$ cat src/rtl/core/cabac_pkg.sv
// Shared types, constants and probability tables of the CABAC arithmetic encoder.
`timescale 1ns / 1ps

package cabac_pkg;

    // Default sizes handed to the top level
    localparam int unsigned NUM_CONTEXTS_DEF  = 16;
    localparam int unsigned PENDING_WIDTH_DEF = 16;

    // Fixed field widths
    localparam int unsigned OP_W     = 2;
    localparam int unsigned CTXIDX_W = 4;
    localparam int unsigned CTX_W    = 7;
    localparam int unsigned RANGE_W  = 9;
    localparam int unsigned LOW_W    = 10;
    localparam int unsigned FOLLOW_W = 16;
    localparam int unsigned STATE_W  = 6;
    localparam int unsigned RLPS_W   = 8;

    // Range and low landmarks
    localparam logic [RANGE_W-1:0] RANGE_RESET = 9'd510;
    localparam logic [RANGE_W-1:0] RANGE_MIN   = 9'd256;
    localparam logic [RANGE_W-1:0] RANGE_MAX   = 9'd510;
    localparam logic [RANGE_W-1:0] RANGE_TERM  = 9'd2;
    localparam logic [LOW_W-1:0]   LOW_HALF    = 10'd512;
    localparam logic [LOW_W-1:0]   LOW_QUART   = 10'd256;
    localparam logic [STATE_W-1:0] STATE_TOP   = 6'd62;

    // Item operation codes
    typedef enum logic [OP_W-1:0] {
        OP_REGULAR   = 2'd0,
        OP_TERMINATE = 2'd1,
        OP_LOAD      = 2'd2,
        OP_RESTART   = 2'd3
    } t_op;

    // Commands from the controller to the datapath
    typedef struct packed {
        logic accept;   // latch a new item and read its context
        logic exec;     // apply the interval update of the latched item
        logic step;     // one renormalisation shift
        logic term_hi;  // flush: bit 9 of low with its outstanding bits
        logic term_mid; // flush: bit 8 of low
        logic term_one; // flush: closing 1
        logic close;    // release the held result as the last of the item
    } t_dp_cmd;

    // Status from the datapath to the controller
    typedef struct packed {
        logic clear_busy;  // context memory clearing pass in progress
        t_op  op;
        logic bin;
        logic exec_renorm; // range after the update needs renormalisation
        logic range_low;   // range below 256
        logic step_emits;  // the next shift emits a bit
        logic can_stage;   // a result may be staged or released this cycle
    } t_dp_status;

    // rLPS table, indexed by state and range quarter
    localparam logic [RLPS_W-1:0] LPS_RANGE [0:63][0:3] = '{
        '{8'd128,8'd176,8'd208,8'd240}, '{8'd128,8'd167,8'd197,8'd227},
        '{8'd128,8'd158,8'd187,8'd216}, '{8'd123,8'd150,8'd178,8'd205},
        '{8'd116,8'd142,8'd169,8'd195}, '{8'd111,8'd135,8'd160,8'd185},
        '{8'd105,8'd128,8'd152,8'd175}, '{8'd100,8'd122,8'd144,8'd166},
        '{8'd95,8'd116,8'd137,8'd158},  '{8'd90,8'd110,8'd130,8'd150},
        '{8'd85,8'd104,8'd123,8'd142},  '{8'd81,8'd99,8'd117,8'd135},
        '{8'd77,8'd94,8'd111,8'd128},   '{8'd73,8'd89,8'd105,8'd122},
        '{8'd69,8'd85,8'd100,8'd116},   '{8'd66,8'd80,8'd95,8'd110},
        '{8'd62,8'd76,8'd90,8'd104},    '{8'd59,8'd72,8'd86,8'd99},
        '{8'd56,8'd69,8'd81,8'd94},     '{8'd53,8'd65,8'd77,8'd89},
        '{8'd51,8'd62,8'd73,8'd85},     '{8'd48,8'd59,8'd69,8'd80},
        '{8'd46,8'd56,8'd66,8'd76},     '{8'd43,8'd53,8'd63,8'd72},
        '{8'd41,8'd50,8'd59,8'd69},     '{8'd39,8'd48,8'd56,8'd65},
        '{8'd37,8'd45,8'd54,8'd62},     '{8'd35,8'd43,8'd51,8'd59},
        '{8'd33,8'd41,8'd48,8'd56},     '{8'd32,8'd39,8'd46,8'd53},
        '{8'd30,8'd37,8'd43,8'd50},     '{8'd29,8'd35,8'd41,8'd48},
        '{8'd27,8'd33,8'd39,8'd45},     '{8'd26,8'd31,8'd37,8'd43},
        '{8'd24,8'd30,8'd35,8'd41},     '{8'd23,8'd28,8'd33,8'd39},
        '{8'd22,8'd27,8'd32,8'd37},     '{8'd21,8'd26,8'd30,8'd35},
        '{8'd20,8'd24,8'd29,8'd33},     '{8'd19,8'd23,8'd27,8'd31},
        '{8'd18,8'd22,8'd26,8'd30},     '{8'd17,8'd21,8'd25,8'd28},
        '{8'd16,8'd20,8'd23,8'd27},     '{8'd15,8'd19,8'd22,8'd25},
        '{8'd14,8'd18,8'd21,8'd24},     '{8'd14,8'd17,8'd20,8'd23},
        '{8'd13,8'd16,8'd19,8'd22},     '{8'd12,8'd15,8'd18,8'd21},
        '{8'd12,8'd14,8'd17,8'd20},     '{8'd11,8'd14,8'd16,8'd19},
        '{8'd11,8'd13,8'd15,8'd18},     '{8'd10,8'd12,8'd15,8'd17},
        '{8'd10,8'd12,8'd14,8'd16},     '{8'd9,8'd11,8'd13,8'd15},
        '{8'd9,8'd11,8'd12,8'd14},      '{8'd8,8'd10,8'd12,8'd14},
        '{8'd8,8'd9,8'd11,8'd13},       '{8'd7,8'd9,8'd11,8'd12},
        '{8'd7,8'd9,8'd10,8'd12},       '{8'd7,8'd8,8'd10,8'd11},
        '{8'd6,8'd8,8'd9,8'd11},        '{8'd6,8'd7,8'd9,8'd10},
        '{8'd6,8'd7,8'd8,8'd9},         '{8'd2,8'd2,8'd2,8'd2}
    };

    // Next state after an LPS
    localparam logic [STATE_W-1:0] AFTER_LPS [0:63] = '{
        6'd0,  6'd0,  6'd1,  6'd2,  6'd2,  6'd4,  6'd4,  6'd5,
        6'd6,  6'd7,  6'd8,  6'd9,  6'd9,  6'd11, 6'd11, 6'd12,
        6'd13, 6'd13, 6'd15, 6'd15, 6'd16, 6'd16, 6'd18, 6'd18,
        6'd19, 6'd19, 6'd21, 6'd21, 6'd22, 6'd22, 6'd23, 6'd24,
        6'd24, 6'd25, 6'd26, 6'd26, 6'd27, 6'd27, 6'd28, 6'd29,
        6'd29, 6'd30, 6'd30, 6'd30, 6'd31, 6'd32, 6'd32, 6'd33,
        6'd33, 6'd33, 6'd34, 6'd34, 6'd35, 6'd35, 6'd35, 6'd36,
        6'd36, 6'd36, 6'd37, 6'd37, 6'd37, 6'd38, 6'd38, 6'd63
    };

endpackage

$ cat src/rtl/core/cabac_ctrl.sv
// Sequencing controller of the CABAC arithmetic encoder.
`timescale 1ns / 1ps

module cabac_ctrl (
    input  logic                  i_clk,
    input  logic                  i_rst_n,
    input  logic                  i_in_valid,
    output logic                  o_in_ready,
    input  cabac_pkg::t_dp_status i_status,
    output cabac_pkg::t_dp_cmd    o_cmd
);

    typedef enum logic [2:0] {
        ST_IDLE,
        ST_EXEC,
        ST_RENORM,
        ST_TERM_HI,
        ST_TERM_MID,
        ST_TERM_ONE,
        ST_CLOSE
    } t_state;

    t_state r_state;
    t_state n_state;
    logic   r_flush;
    logic   n_flush;

    // Take items only when idle and the context memory is clear
    assign o_in_ready = (r_state == ST_IDLE) && !i_status.clear_busy;

    // Decode next state and datapath commands
    always_comb begin
        n_state = r_state;
        n_flush = r_flush;
        o_cmd   = '0;
        unique case (r_state)
            ST_IDLE: begin
                if (i_in_valid && o_in_ready) begin
                    o_cmd.accept = 1'b1;
                    n_state      = ST_EXEC;
                end
            end
            ST_EXEC: begin
                o_cmd.exec = 1'b1;
                n_state    = i_status.exec_renorm ? ST_RENORM : ST_IDLE;
                if (i_status.op == cabac_pkg::OP_TERMINATE && i_status.bin) begin
                    n_flush = 1'b1;
                    n_state = ST_RENORM;
                end
                if (i_status.op == cabac_pkg::OP_LOAD ||
                    i_status.op == cabac_pkg::OP_RESTART) begin
                    n_state = ST_IDLE;
                end
            end
            ST_RENORM: begin
                if (i_status.range_low) begin
                    // shift once; wait if an emitted bit has nowhere to go
                    if (!i_status.step_emits || i_status.can_stage) begin
                        o_cmd.step = 1'b1;
                    end
                end else if (r_flush) begin
                    n_state = ST_TERM_HI;
                end else if (i_status.can_stage) begin
                    o_cmd.close = 1'b1;
                    n_state     = ST_IDLE;
                end
            end
            ST_TERM_HI: begin
                if (i_status.can_stage) begin
                    o_cmd.term_hi = 1'b1;
                    n_state       = ST_TERM_MID;
                end
            end
            ST_TERM_MID: begin
                if (i_status.can_stage) begin
                    o_cmd.term_mid = 1'b1;
                    n_state        = ST_TERM_ONE;
                end
            end
            ST_TERM_ONE: begin
                if (i_status.can_stage) begin
                    o_cmd.term_one = 1'b1;
                    n_state        = ST_CLOSE;
                end
            end
            ST_CLOSE: begin
                if (i_status.can_stage) begin
                    o_cmd.close = 1'b1;
                    n_flush     = 1'b0;
                    n_state     = ST_IDLE;
                end
            end
            default: begin
                n_state = ST_IDLE;
            end
        endcase
    end

    // Hold state and flush flag
    always_ff @(posedge i_clk) begin
        if (!i_rst_n) begin
            r_state <= ST_IDLE;
            r_flush <= 1'b0;
        end else begin
            r_state <= n_state;
            r_flush <= n_flush;
        end
    end

endmodule

$ cat src/rtl/core/cabac_dp.sv
// Datapath of the CABAC arithmetic encoder: interval, context memory and result staging.
`timescale 1ns / 1ps

module cabac_dp #(
    parameter int unsigned NUM_CONTEXTS  = cabac_pkg::NUM_CONTEXTS_DEF,
    parameter int unsigned PENDING_WIDTH = cabac_pkg::PENDING_WIDTH_DEF
) (
    input  logic                               i_clk,
    input  logic                               i_rst_n,
    input  cabac_pkg::t_dp_cmd                 i_cmd,
    output cabac_pkg::t_dp_status              o_status,
    input  logic [cabac_pkg::OP_W-1:0]         i_op,
    input  logic [cabac_pkg::CTXIDX_W-1:0]     i_ctx_index,
    input  logic                               i_bin_value,
    input  logic [cabac_pkg::CTX_W-1:0]        i_ctx_init,
    input  logic [cabac_pkg::RANGE_W-1:0]      i_start_range,
    output logic                               o_out_valid,
    input  logic                               i_out_ready,
    output logic                               o_out_bit,
    output logic [cabac_pkg::FOLLOW_W-1:0]     o_follow_count,
    output logic                               o_last
);

    localparam int unsigned IdxW    = (NUM_CONTEXTS > 1) ? $clog2(NUM_CONTEXTS) : 1;
    localparam int unsigned NumIdx  = 1 << cabac_pkg::CTXIDX_W;
    localparam logic [IdxW-1:0] LastIdx = IdxW'(NUM_CONTEXTS - 1);

    // Context memory and clearing pass
    logic [cabac_pkg::CTX_W-1:0]   r_ctx_mem [NUM_CONTEXTS];
    logic [cabac_pkg::CTX_W-1:0]   r_ctx_rd;
    logic                          r_clear_busy;
    logic [IdxW-1:0]               r_clr_idx;

    // Latched item
    cabac_pkg::t_op                r_op;
    logic [IdxW-1:0]               r_idx;
    logic                          r_bin;
    logic [cabac_pkg::CTX_W-1:0]   r_init;
    logic [cabac_pkg::RANGE_W-1:0] r_start;

    // Engine state
    logic [cabac_pkg::LOW_W-1:0]   r_low;
    logic [cabac_pkg::LOW_W-1:0]   n_low;
    logic [cabac_pkg::RANGE_W-1:0] r_range;
    logic [cabac_pkg::RANGE_W-1:0] n_range;
    logic [PENDING_WIDTH-1:0]      r_pend;
    logic [PENDING_WIDTH-1:0]      n_pend;

    // Held result and output register
    logic                          r_hold_valid;
    logic                          r_hold_bit;
    logic [cabac_pkg::FOLLOW_W-1:0] r_hold_follow;
    logic                          r_out_valid;
    logic                          r_out_bit;
    logic [cabac_pkg::FOLLOW_W-1:0] r_out_follow;
    logic                          r_out_last;

    logic [IdxW-1:0]               w_wrap_tab [NumIdx];
    logic [IdxW-1:0]               w_idx;
    logic [cabac_pkg::STATE_W-1:0] w_st;
    logic                          w_mps;
    logic [cabac_pkg::RANGE_W-1:0] w_rlps;
    logic [cabac_pkg::RANGE_W-1:0] w_rmps;
    logic [cabac_pkg::RANGE_W-1:0] w_rterm;
    logic                          w_is_lps;
    logic [cabac_pkg::STATE_W-1:0] w_st_new;
    logic                          w_mps_new;
    logic [cabac_pkg::LOW_W-1:0]   w_exec_low;
    logic [cabac_pkg::RANGE_W-1:0] w_exec_range;
    logic [cabac_pkg::RANGE_W-1:0] w_clamp;
    logic [cabac_pkg::LOW_W-1:0]   w_low_sub;
    logic [cabac_pkg::FOLLOW_W-1:0] w_pend_follow;
    logic                          w_can_stage;
    logic                          w_stage_en;
    logic                          w_stage_bit;
    logic [cabac_pkg::FOLLOW_W-1:0] w_stage_follow;
    logic                          w_push;
    logic                          w_wr_en;
    logic [IdxW-1:0]               w_wr_addr;
    logic [cabac_pkg::CTX_W-1:0]   w_wr_data;

    // Wrap the context index into the memory depth
    for (genvar g = 0; g < NumIdx; g++) begin : g_wrap
        localparam int unsigned Wrap = g % NUM_CONTEXTS;
        assign w_wrap_tab[g] = IdxW'(Wrap);
    end
    assign w_idx = w_wrap_tab[i_ctx_index];

    // Latch the item and read its context
    always_ff @(posedge i_clk) begin
        if (i_cmd.accept) begin
            r_op     <= cabac_pkg::t_op'(i_op);
            r_idx    <= w_idx;
            r_bin    <= i_bin_value;
            r_init   <= i_ctx_init;
            r_start  <= i_start_range;
            r_ctx_rd <= r_ctx_mem[w_idx];
        end
    end

    // Interval update of a regular bin
    assign w_st     = r_ctx_rd[cabac_pkg::CTX_W-1:1];
    assign w_mps    = r_ctx_rd[0];
    assign w_rlps   = {1'b0, cabac_pkg::LPS_RANGE[w_st][r_range[7:6]]};
    assign w_rmps   = r_range - w_rlps;
    assign w_rterm  = r_range - cabac_pkg::RANGE_TERM;
    assign w_is_lps = (r_bin != w_mps);

    // Clamp the restart range into 256..510
    always_comb begin
        if (!r_start[8]) begin
            w_clamp = cabac_pkg::RANGE_MIN;
        end else if (r_start > cabac_pkg::RANGE_MAX) begin
            w_clamp = cabac_pkg::RANGE_MAX;
        end else begin
            w_clamp = r_start;
        end
    end

    // Work out the update of the latched item
    always_comb begin
        w_exec_low   = r_low;
        w_exec_range = r_range;
        w_st_new     = w_st;
        w_mps_new    = w_mps;
        unique case (r_op)
            cabac_pkg::OP_REGULAR: begin
                if (w_is_lps) begin
                    w_exec_low   = r_low + {1'b0, w_rmps};
                    w_exec_range = w_rlps;
                    w_st_new     = cabac_pkg::AFTER_LPS[w_st];
                    w_mps_new    = w_mps ^ (w_st == '0);
                end else begin
                    w_exec_range = w_rmps;
                    if (w_st < cabac_pkg::STATE_TOP) begin
                        w_st_new = w_st + 1'b1;
                    end
                end
            end
            cabac_pkg::OP_TERMINATE: begin
                if (r_bin) begin
                    w_exec_low   = r_low + {1'b0, w_rterm};
                    w_exec_range = cabac_pkg::RANGE_TERM;
                end else begin
                    w_exec_range = w_rterm;
                end
            end
            cabac_pkg::OP_LOAD: begin
                w_exec_range = r_range;
            end
            cabac_pkg::OP_RESTART: begin
                w_exec_low   = '0;
                w_exec_range = w_clamp;
            end
            default: begin
                w_exec_range = r_range;
            end
        endcase
    end

    assign w_pend_follow = cabac_pkg::FOLLOW_W'(r_pend);
    assign w_can_stage   = !r_hold_valid || !r_out_valid || i_out_ready;

    // Next engine state and the result to stage
    always_comb begin
        n_low          = r_low;
        n_range        = r_range;
        n_pend         = r_pend;
        w_low_sub      = r_low;
        w_stage_en     = 1'b0;
        w_stage_bit    = 1'b0;
        w_stage_follow = '0;
        priority if (i_cmd.exec) begin
            n_low   = w_exec_low;
            n_range = w_exec_range;
            if (r_op == cabac_pkg::OP_RESTART) begin
                n_pend = '0;
            end
        end else if (i_cmd.step) begin
            if (r_low < cabac_pkg::LOW_QUART) begin
                w_stage_en     = 1'b1;
                w_stage_follow = w_pend_follow;
                n_pend         = '0;
            end else if (r_low >= cabac_pkg::LOW_HALF) begin
                w_low_sub      = r_low - cabac_pkg::LOW_HALF;
                w_stage_en     = 1'b1;
                w_stage_bit    = 1'b1;
                w_stage_follow = w_pend_follow;
                n_pend         = '0;
            end else begin
                w_low_sub = r_low - cabac_pkg::LOW_QUART;
                if (r_pend != '1) begin
                    n_pend = r_pend + 1'b1;
                end
            end
            n_low   = {w_low_sub[cabac_pkg::LOW_W-2:0], 1'b0};
            n_range = {r_range[cabac_pkg::RANGE_W-2:0], 1'b0};
        end else if (i_cmd.term_hi) begin
            w_stage_en     = 1'b1;
            w_stage_bit    = r_low[9];
            w_stage_follow = w_pend_follow;
            n_pend         = '0;
        end else if (i_cmd.term_mid) begin
            w_stage_en  = 1'b1;
            w_stage_bit = r_low[8];
        end else if (i_cmd.term_one) begin
            w_stage_en  = 1'b1;
            w_stage_bit = 1'b1;
        end else begin
            n_low = r_low;
        end
    end

    // Advance the engine state
    always_ff @(posedge i_clk) begin
        if (!i_rst_n) begin
            r_low   <= '0;
            r_range <= cabac_pkg::RANGE_RESET;
            r_pend  <= '0;
        end else begin
            r_low   <= n_low;
            r_range <= n_range;
            r_pend  <= n_pend;
        end
    end

    // Select the context memory write
    always_comb begin
        w_wr_en   = 1'b0;
        w_wr_addr = r_idx;
        w_wr_data = {w_st_new, w_mps_new};
        priority if (r_clear_busy) begin
            w_wr_en   = 1'b1;
            w_wr_addr = r_clr_idx;
            w_wr_data = '0;
        end else if (i_cmd.exec && r_op == cabac_pkg::OP_REGULAR) begin
            w_wr_en = 1'b1;
        end else if (i_cmd.exec && r_op == cabac_pkg::OP_LOAD) begin
            w_wr_en   = 1'b1;
            w_wr_data = r_init;
        end else begin
            w_wr_en = 1'b0;
        end
    end

    always_ff @(posedge i_clk) begin
        if (w_wr_en) begin
            r_ctx_mem[w_wr_addr] <= w_wr_data;
        end
    end

    // Sweep the context memory to zero after reset
    always_ff @(posedge i_clk) begin
        if (!i_rst_n) begin
            r_clear_busy <= 1'b1;
            r_clr_idx    <= '0;
        end else if (r_clear_busy) begin
            r_clr_idx <= r_clr_idx + 1'b1;
            if (r_clr_idx == LastIdx) begin
                r_clear_busy <= 1'b0;
            end
        end
    end

    // Hold one result back so the last of an item can be marked
    assign w_push = r_hold_valid && (w_stage_en || i_cmd.close);

    always_ff @(posedge i_clk) begin
        if (!i_rst_n) begin
            r_hold_valid <= 1'b0;
        end else if (w_stage_en) begin
            r_hold_valid <= 1'b1;
        end else if (i_cmd.close) begin
            r_hold_valid <= 1'b0;
        end
    end

    always_ff @(posedge i_clk) begin
        if (w_stage_en) begin
            r_hold_bit    <= w_stage_bit;
            r_hold_follow <= w_stage_follow;
        end
    end

    // Output register
    always_ff @(posedge i_clk) begin
        if (!i_rst_n) begin
            r_out_valid <= 1'b0;
        end else if (w_push) begin
            r_out_valid <= 1'b1;
        end else if (i_out_ready) begin
            r_out_valid <= 1'b0;
        end
    end

    always_ff @(posedge i_clk) begin
        if (w_push) begin
            r_out_bit    <= r_hold_bit;
            r_out_follow <= r_hold_follow;
            r_out_last   <= i_cmd.close;
        end
    end

    assign o_out_valid    = r_out_valid;
    assign o_out_bit      = r_out_bit;
    assign o_follow_count = r_out_follow;
    assign o_last         = r_out_last;

    // Status towards the controller
    always_comb begin
        o_status             = '0;
        o_status.clear_busy  = r_clear_busy;
        o_status.op          = r_op;
        o_status.bin         = r_bin;
        o_status.exec_renorm = !w_exec_range[8];
        o_status.range_low   = !r_range[8];
        o_status.step_emits  = r_low[9] || !r_low[8];
        o_status.can_stage   = w_can_stage;
    end

    // A pushed result never overwrites one still waiting at the output
    a_no_overwrite: assert property (@(posedge i_clk) disable iff (!i_rst_n)
        w_push |-> (!r_out_valid || i_out_ready))
        else $error("result pushed over a waiting output");

    // The range never collapses to zero
    a_range_nonzero: assert property (@(posedge i_clk) disable iff (!i_rst_n)
        r_range != '0)
        else $error("range reached zero");

    // A new item finds no result held back from the previous one
    a_hold_empty: assert property (@(posedge i_clk) disable iff (!i_rst_n)
        i_cmd.accept |-> !r_hold_valid)
        else $error("item accepted with a result still held");

    // Renormalisation shifts only while the range is below 256
    a_step_low: assert property (@(posedge i_clk) disable iff (!i_rst_n)
        i_cmd.step |-> !r_range[8])
        else $error("renormalisation step with full range");

    // The flush clears the outstanding count before its raw bits
    a_flush_pend: assert property (@(posedge i_clk) disable iff (!i_rst_n)
        i_cmd.term_hi |=> (r_pend == '0))
        else $error("outstanding bits left after flush");

endmodule

$ cat src/rtl/core/cabac_binary_arithmetic_encoder.sv
// Top level of the CABAC binary arithmetic encoder.
`timescale 1ns / 1ps

// Encodes one operation per item: a regular bin against a context, a terminate
// bin (a terminating 1 flushes the engine), a context load or an engine restart.
// Each emitted bit leaves as one result item carrying the count of inverted
// outstanding bits that follow it, and the final result of an item is marked
// by o_last. Items are handled one at a time: a load, a restart, or a bin that
// needs no renormalisation is latched, then updated; a bin that renormalises
// also takes the single shared renormalisation step, which moves one bit position
// per cycle while a bit it emits can be staged; a terminating 1 then flushes bit 9,
// bit 8 and a closing 1. A full output register stalls a step that has a bit
// to emit. After reset a clearing pass zeroes the context memory before the
// first item is taken. Context indexes wrap modulo NUM_CONTEXTS.
module cabac_binary_arithmetic_encoder #(
    parameter int unsigned NUM_CONTEXTS  = cabac_pkg::NUM_CONTEXTS_DEF,
    parameter int unsigned PENDING_WIDTH = cabac_pkg::PENDING_WIDTH_DEF
) (
    input  logic                           i_clk,
    input  logic                           i_rst_n,
    input  logic                           i_in_valid,
    output logic                           o_in_ready,
    input  logic [cabac_pkg::OP_W-1:0]     i_op,
    input  logic [cabac_pkg::CTXIDX_W-1:0] i_ctx_index,
    input  logic                           i_bin_value,
    input  logic [cabac_pkg::CTX_W-1:0]    i_ctx_init,
    input  logic [cabac_pkg::RANGE_W-1:0]  i_start_range,
    output logic                           o_out_valid,
    input  logic                           i_out_ready,
    output logic                           o_out_bit,
    output logic [cabac_pkg::FOLLOW_W-1:0] o_follow_count,
    output logic                           o_last
);

    cabac_pkg::t_dp_cmd    w_cmd;
    cabac_pkg::t_dp_status w_status;

    // Sequence the item
    cabac_ctrl u_ctrl (
        .i_clk      (i_clk),
        .i_rst_n    (i_rst_n),
        .i_in_valid (i_in_valid),
        .o_in_ready (o_in_ready),
        .i_status   (w_status),
        .o_cmd      (w_cmd)
    );

    // Arithmetic engine, context memory and result staging
    cabac_dp #(
        .NUM_CONTEXTS  (NUM_CONTEXTS),
        .PENDING_WIDTH (PENDING_WIDTH)
    ) u_dp (
        .i_clk          (i_clk),
        .i_rst_n        (i_rst_n),
        .i_cmd          (w_cmd),
        .o_status       (w_status),
        .i_op           (i_op),
        .i_ctx_index    (i_ctx_index),
        .i_bin_value    (i_bin_value),
        .i_ctx_init     (i_ctx_init),
        .i_start_range  (i_start_range),
        .o_out_valid    (o_out_valid),
        .i_out_ready    (i_out_ready),
        .o_out_bit      (o_out_bit),
        .o_follow_count (o_follow_count),
        .o_last         (o_last)
    );

endmodule

$ cat config.mk
export PLATFORM = sky130hd
export DESIGN_NAME = cabac_binary_arithmetic_encoder
export DESIGN_NICKNAME = d
export VERILOG_FILES = /design/src/rtl/core/cabac_pkg.sv /design/src/rtl/core/cabac_ctrl.sv /design/src/rtl/core/cabac_dp.sv /design/src/rtl/core/cabac_binary_arithmetic_encoder.sv
export SDC_FILE = /design/constraint.sdc
export NUM_CORES = 1
export LEC_CHECK = 0
export BUFFER_PORTS_ARGS = -buffer_cell sky130_fd_sc_hd__buf_2
export CORE_ASPECT_RATIO = 1.5
export CORE_UTILIZATION = 65
export CTS_CLUSTER_DIAMETER = 80
export DETAILED_ROUTE_END_ITERATION = 10
export PLACE_DENSITY = 0.79
export SYNTH_ARGS = -nofsm -noshare
export SYNTH_HDL_FRONTEND = slang
export SYNTH_SLANG_ARGS = --single-unit
$ cat constraint.sdc
create_clock -name i_clk -period 8.52 [get_ports i_clk]
set_input_delay 2.556 -clock i_clk [delete_from_list [all_inputs] [get_ports i_clk]]
set_output_delay 2.556 -clock i_clk [all_outputs]
set_load 0.05 [all_outputs]
* Word level (Yosys, flattened, before mapping)
Memory sizes are Yosys's and may differ from the RTL's. A register that Yosys moved wholly into a read port is not among the register bits. Index checks and enable logic that the tools add are counted.
Cells by class: bitwise logic cells 4, add/subtract/negate cells 9, eq/ne operators 25, magnitude comparators 7, reductions and logical operators 30, multiplexer cells 92
Operators with widths (count):
- $mux 16 | 11
- $mux 32 | 2
- $mux 9 | 7
- $mux 10 | 4
- $mux 1 | 38
- $pmux 9 s4 | 1
- $mux 6 | 5
- $pmux 10 s3 | 1
- $mux 3 | 9
- $mux 8 | 3
- $mux 7 | 3
- $pmux 3 s7 | 1
- $add 10x9->10 | 2
- $add 16x1->16 const B | 1
- $bmux 8 s2 | 1
- $ne 16x16->1 const B | 1
- $mux 4 | 3
- $ne 2x1->1 const B | 6
- $ge 10x10->1 const B | 1
- $lt 10x9->1 const B | 1
- $eq 3x3->1 const B | 3
- $gt 9x9->1 const B | 1
- $sub 9x1->9 const B | 1
- $sub 9x2->9 const B | 1
- 36 further kinds | 60
Storage, ports and cells: memories 4, RAM bits 112, register bits after elaboration 104, ROM bits 2496
Memories:
- (name not given) | depth 64, width 32, read ports 1, clocked after memory_dff 0, write ports 0, RTL line cabac_dp.sv:104 | assign w_rlps = {1'b0, cabac_pkg::LPS_RANGE[w_st][r_range[7:6]]};
- (name not given) | depth 64, width 6, read ports 1, clocked after memory_dff 0, write ports 0, RTL line cabac_dp.sv:131 | w_st_new = cabac_pkg::AFTER_LPS[w_st];
- u_dp.r_ctx_mem | depth 16, width 7, read ports 1, clocked after memory_dff 1, write ports 1, RTL line cabac_dp.sv:29 | logic [cabac_pkg::CTX_W-1:0] r_ctx_mem [NUM_CONTEXTS];
- (name not given) | depth 16, width 4, read ports 1, clocked after memory_dff 0, write ports 0, RTL line cabac_dp.sv:87 | assign w_idx = w_wrap_tab[i_ctx_index];

* Depth between registers and ports, before layout
depth in word-level cells 14, mapped depth 29

* Modules after synthesis
A second synthesis with hierarchy kept.
Second synthesis, totals: cells, all modules 1212, area total of the unflattened synthesis 13011.2 µm²
Modules (own cells, without submodules):
- cabac_dp | cells an instance 1163, area an instance 12645.9 µm², times used 1
- cabac_ctrl | cells an instance 49, area an instance 365.4 µm², times used 1

* Worst setup path before layout
OpenSTA, ideal clock, no wires.
path kind register to register, start point register u_dp.r_ctx_rd[2] (netlist bit) (read register of u_dp.r_ctx_mem), end point register u_dp.r_low[8] (netlist bit), cell stages (with the launch flop) 28, data arrival time 4993 ps, slack 3394 ps, path buffers 2, cells stage by stage edfxtp_1 > buf_2 > inv_1 > ha_1 > buf_2 > and2_1 > nor3_1 > a211oi_1 > a311oi_1 > a311o_1 > o21ai_0 > o221ai_1 > ha_1 > inv_1 > maj3_2 > a2111oi_4 > nand2b_1 > xor2_1 > mux2i_1 > ha_1 > a21o_1 > a31o_2 > a21oi_1 > nor2_1 > nor2_1 > xnor2_1 > a22oi_1 > a21oi_1
On the way: word-level cells in the longest chain between the ends 12
RTL lines:
- from (decl) | RTL line cabac_dp.sv:30 | logic [cabac_pkg::CTX_W-1:0] r_ctx_rd;
- $not 6->7 (implied by the code) | RTL line cabac_dp.sv:104
- $mem_v2 64x32
- $mux 32 (implied by the code) (2 in series) | RTL line cabac_dp.sv:104
- $bmux 8 s2 | RTL line cabac_dp.sv:104
- $mux 8 (implied by the code) (2 in series) | RTL line cabac_dp.sv:104
- $sub 9x8->9 | RTL line cabac_dp.sv:105 | assign w_rmps = r_range - w_rlps;
- $add 10x9->10 | RTL line cabac_dp.sv:129 | w_exec_low = r_low + {1'b0, w_rmps};
- $mux 10 | RTL line cabac_dp.sv:128 | if (w_is_lps) begin
- $pmux 10 s3 | RTL line cabac_dp.sv:126 | unique case (r_op)
- $mux 10 | RTL line cabac_dp.sv:173 | priority if (i_cmd.exec) begin
- to (signal assigned) | RTL line cabac_dp.sv:221 | r_low <= n_low;
- to (decl) | RTL line cabac_dp.sv:42 | logic [cabac_pkg::LOW_W-1:0] r_low;
No other way between the ends. The select of a mux whose other input is x is not followed. A chain may end at the register's enable or synchronous reset.

* Worst setup path after layout
start point register u_dp.r_ctx_rd[1] (netlist bit) (read register of u_dp.r_ctx_mem), end point register u_dp.r_low[8] (netlist bit)
Same word-level chain as after synthesis.

==> qor.txt <==
Leading area contributor after synthesis: edfxtp_1
Number of synthesized flops with an enable pin: 177
Top_reg_cell synth: edfxtp_1
Clock Sink Count: 223
Crit share post-route: 73.8%
Routability cong.: 1.03
Vias in the first global route: 10,532
RSZ-0062 raised after global routing: no
Die area: 21,100 sq um
DP HPWL: 25.6 mm
Core Util, Final: 71.3%
DRT iter0 DRCs: 1,460
Num ports: 47
Layout area overhead: 6.91%
Grt total ovfl: 0
Final Slew Violations: 0
Synth top area share: 40.0%
CP endpoint kind: flop
DRT antenna net count: 0
Nets in the synthesized netlist: 1,330
Vias/cell: 7.22
Hold bufs inserted after CTS: 0
Layout Skew: 0.0215 ns
Worst skew pair latency: 0.52 ns
Required @ worst endpoint: 8.98 ns
Port Buffer Count: 46
Async set-reset flop share out of synthesis: 0%
Num rows: 63
Post-synth top cells: 177 x edfxtp_1, 117 x nor2_1, 96 x nand2_1, 80 x o21ai_0, 72 x a21oi_1
Die height: 177 microns
Crit start category: flop
CTS tree: yes
Yosys reg bits: 223
Pre-antenna DRT Iters: 6
Post-CTS resize count: 0
NumNets Final: 1,317
Maxcap violations: 0
Fmax: 159 MHz
Peak supply drop: 0.223 mV
Post-Layout Inst Area: 14,200 sq um
Endpoints failing hold: 0
Fraction of layout cells with a size suffix above 1: 13.3%
Count leader, synth: edfxtp_1
Post-CTS Setup Bufs: 0
CTS Root Cell: clkbuf_16
DRC: 0
CP arrival: 6.75 ns
Area after DPL: 13,500 sq um
Ys Warns: 0
Starting Density: 66.7%
Worst-path clk slew: 0.07 ns
Worst min-delay path class: reg -> reg
Pin count of the biggest net entering global routing: 98
# diodes: 0
Outcome: finished clean
H-tree levels: 1
Setup TNS: 0 ns
Clock tree buffer depth: 3
DIE WIDTH: 119 microns
Vias after detailed routing: 11,000
Core footprint: 19,900 sq um
Register area share after synthesis: 46.9%
Routed len/inst: 26.1 microns
Post-route minimum period: 6.29 ns
Cell Area, Synth: 13,300 sq um
GR Util All Layers: 38.1%
Slew HR: 15.2%
CP Class: reg -> reg
Mean Syn Cell Area: 10.5 sq um
Num CTS Buffers: 22
First-pass GRT wire length: 60.6 mm
Drt total wl: 39.7 mm
Final number of setup-violating endpoints: 0
P_leak: 4.83 nW
Cell Pwr Density: 158 nW/um^2
Initial antenna violation count: 0
Post-synthesis cell type count: 92
Max Fanout on Critical Path: 20
Area contributors post-synth: edfxtp_1 40%, dfxtp_1 6.9%, mux4_2 6.6%, ha_1 3.8%, nor2_1 3.3%
Mapped Cells: 1,262
Slew at the pin closest to its max-slew limit: 1.27 ns
## cells in the final DEF (no fill, tap or decap), types with 21 or more instances in the layout
cell	synthesis	layout
clkbuf_16	0	23
o21ai_0	80	80
dfxtp_1	46	46
edfxtp_1	177	177
nand2_1	96	96
a211oi_1	26	24
mux4_2	39	39
ha_1	40	40
xnor2_1	22	22
and2_1	25	25
nor3_1	25	24
a31oi_1	21	21
nand3_1	26	26
a21oi_1	72	72
nand2b_1	29	29
inv_1	30	30
buf_2	26	46
nor2_1	117	117
## cell type report
class / instances / area, sq um
fillers: 1394 / 5720
inverters: 36 / 135
multi-input cells: 903 / 6440
clock inverters: 11 / 139
well taps: 260 / 325
repair buffers: 63 / 358
flip-flops and latches: 223 / 6240
clock buffers: 27 / 591
## cell families (layout without fill, tap and decap cells)
family | after synthesis | count (layout) | synth area share, %
AO/OA/AOI/OAI | 371 | 371 | 19.2
XOR/XNOR | 41 | 41 | 2.84
adder cells (fa/ha/maj) | 42 | 42 | 4.00
buffers and inverters | 136 | 137 | 4.93
flip-flops | 223 | 223 | 46.9
multiplexers | 52 | 52 | 7.61
AND/OR/NAND/NOR | 397 | 397 | 14.5
## critical path: stages (launching register included)
cell       delay (ns)
edfxtp_1         0.90
inv_2            0.27
ha_1             0.54
and2_1           0.25
nor3_1           0.17
a211oi_1         0.08
a311oi_1         0.33
a311o_1          0.16
o21ai_0          0.09
o221ai_1         0.40
ha_1             0.24
inv_1            0.06
maj3_2           0.34
a2111oi_4        0.43
nand2b_1         0.19
xor2_1           0.19
mux2i_1          0.14
ha_1             0.34
a21o_1           0.18
a31o_2           0.22
a21oi_1          0.14
nor2_1           0.05
nor2_1           0.11
xnor2_1          0.13
a22oi_1          0.08
a21oi_1          0.19
## routing by layer
| layer | global-route usage [%] | vias to the layer above | part of all wire (%) |
|---|---|---|---|
| li1 | - | 4803 | - |
| met1 | 46.4 | 5249 | 36 |
| met2 | 65.5 | 772 | 50 |
| met3 | 4.28 | 176 | 8.1 |
| met4 | 22.3 | 0 | 6.5 |
| met5 | 0 | - | 0 |
## registers in the layout (all words and copies together) (netlist names)
name,flops
u_ctrl.r_state,3
u_dp.o_follow_count,16
u_ctrl.r_flush,1
u_dp.r_clear_busy,1
u_dp.r_init,7
u_dp.r_low,10
u_dp.r_ctx_mem,112
u_dp.r_op,2
u_dp.r_start,9
u_dp.r_hold_follow,16
u_dp.r_clr_idx,4
u_dp.o_out_bit,1
u_dp.r_range,9
u_dp.o_last,1
u_dp.r_hold_bit,1
u_dp.r_pend,16
u_dp.o_out_valid,1
u_dp.r_idx,4
u_dp.r_ctx_rd,7
u_dp.r_bin,1
u_dp.r_hold_valid,1
## report_power, final
group	total [W]	internal [W]	leakage, nW	switching [W]
clock	0.00100	0.000565	0.351	0.000435
sequential	0.00118	0.00118	1.87	0.00000663
combinational	0.0000655	0.0000275	2.60	0.0000380
total	0.00225	0.00177	4.83	0.000479
## per-stage QoR
stage	worst slack (ns)	std cells	power, W	hold WS, ns
2_1_floorplan	3.39	1262	0.00125	0.400
3_3_place_gp	2.57	1485	0.00127	0.400
3_5_place_dp	2.45	1485	0.00127	0.405
4_1_cts	2.44	1523	0.00225	0.423
5_1_grt	1.90	1523	0.00229	0.430
6_report	2.23	1523	0.00225	0.421
## path summary, 6_finish.rpt
kind                          startpoint                 endpoint  slack (ns)  cells past startpoint
setup / recovery        u_dp.r_ctx_rd[1]            u_dp.r_low[8]        2.23                     25
hold / removal    u_dp.r_hold_follow[11]  u_dp.o_follow_count[11]        0.42                      0
setup reg to reg        u_dp.r_ctx_rd[1]            u_dp.r_low[8]        2.23                     25
hold reg to reg   u_dp.r_hold_follow[11]  u_dp.o_follow_count[11]        0.42                      0
Power figures use the tool's default switching activity.
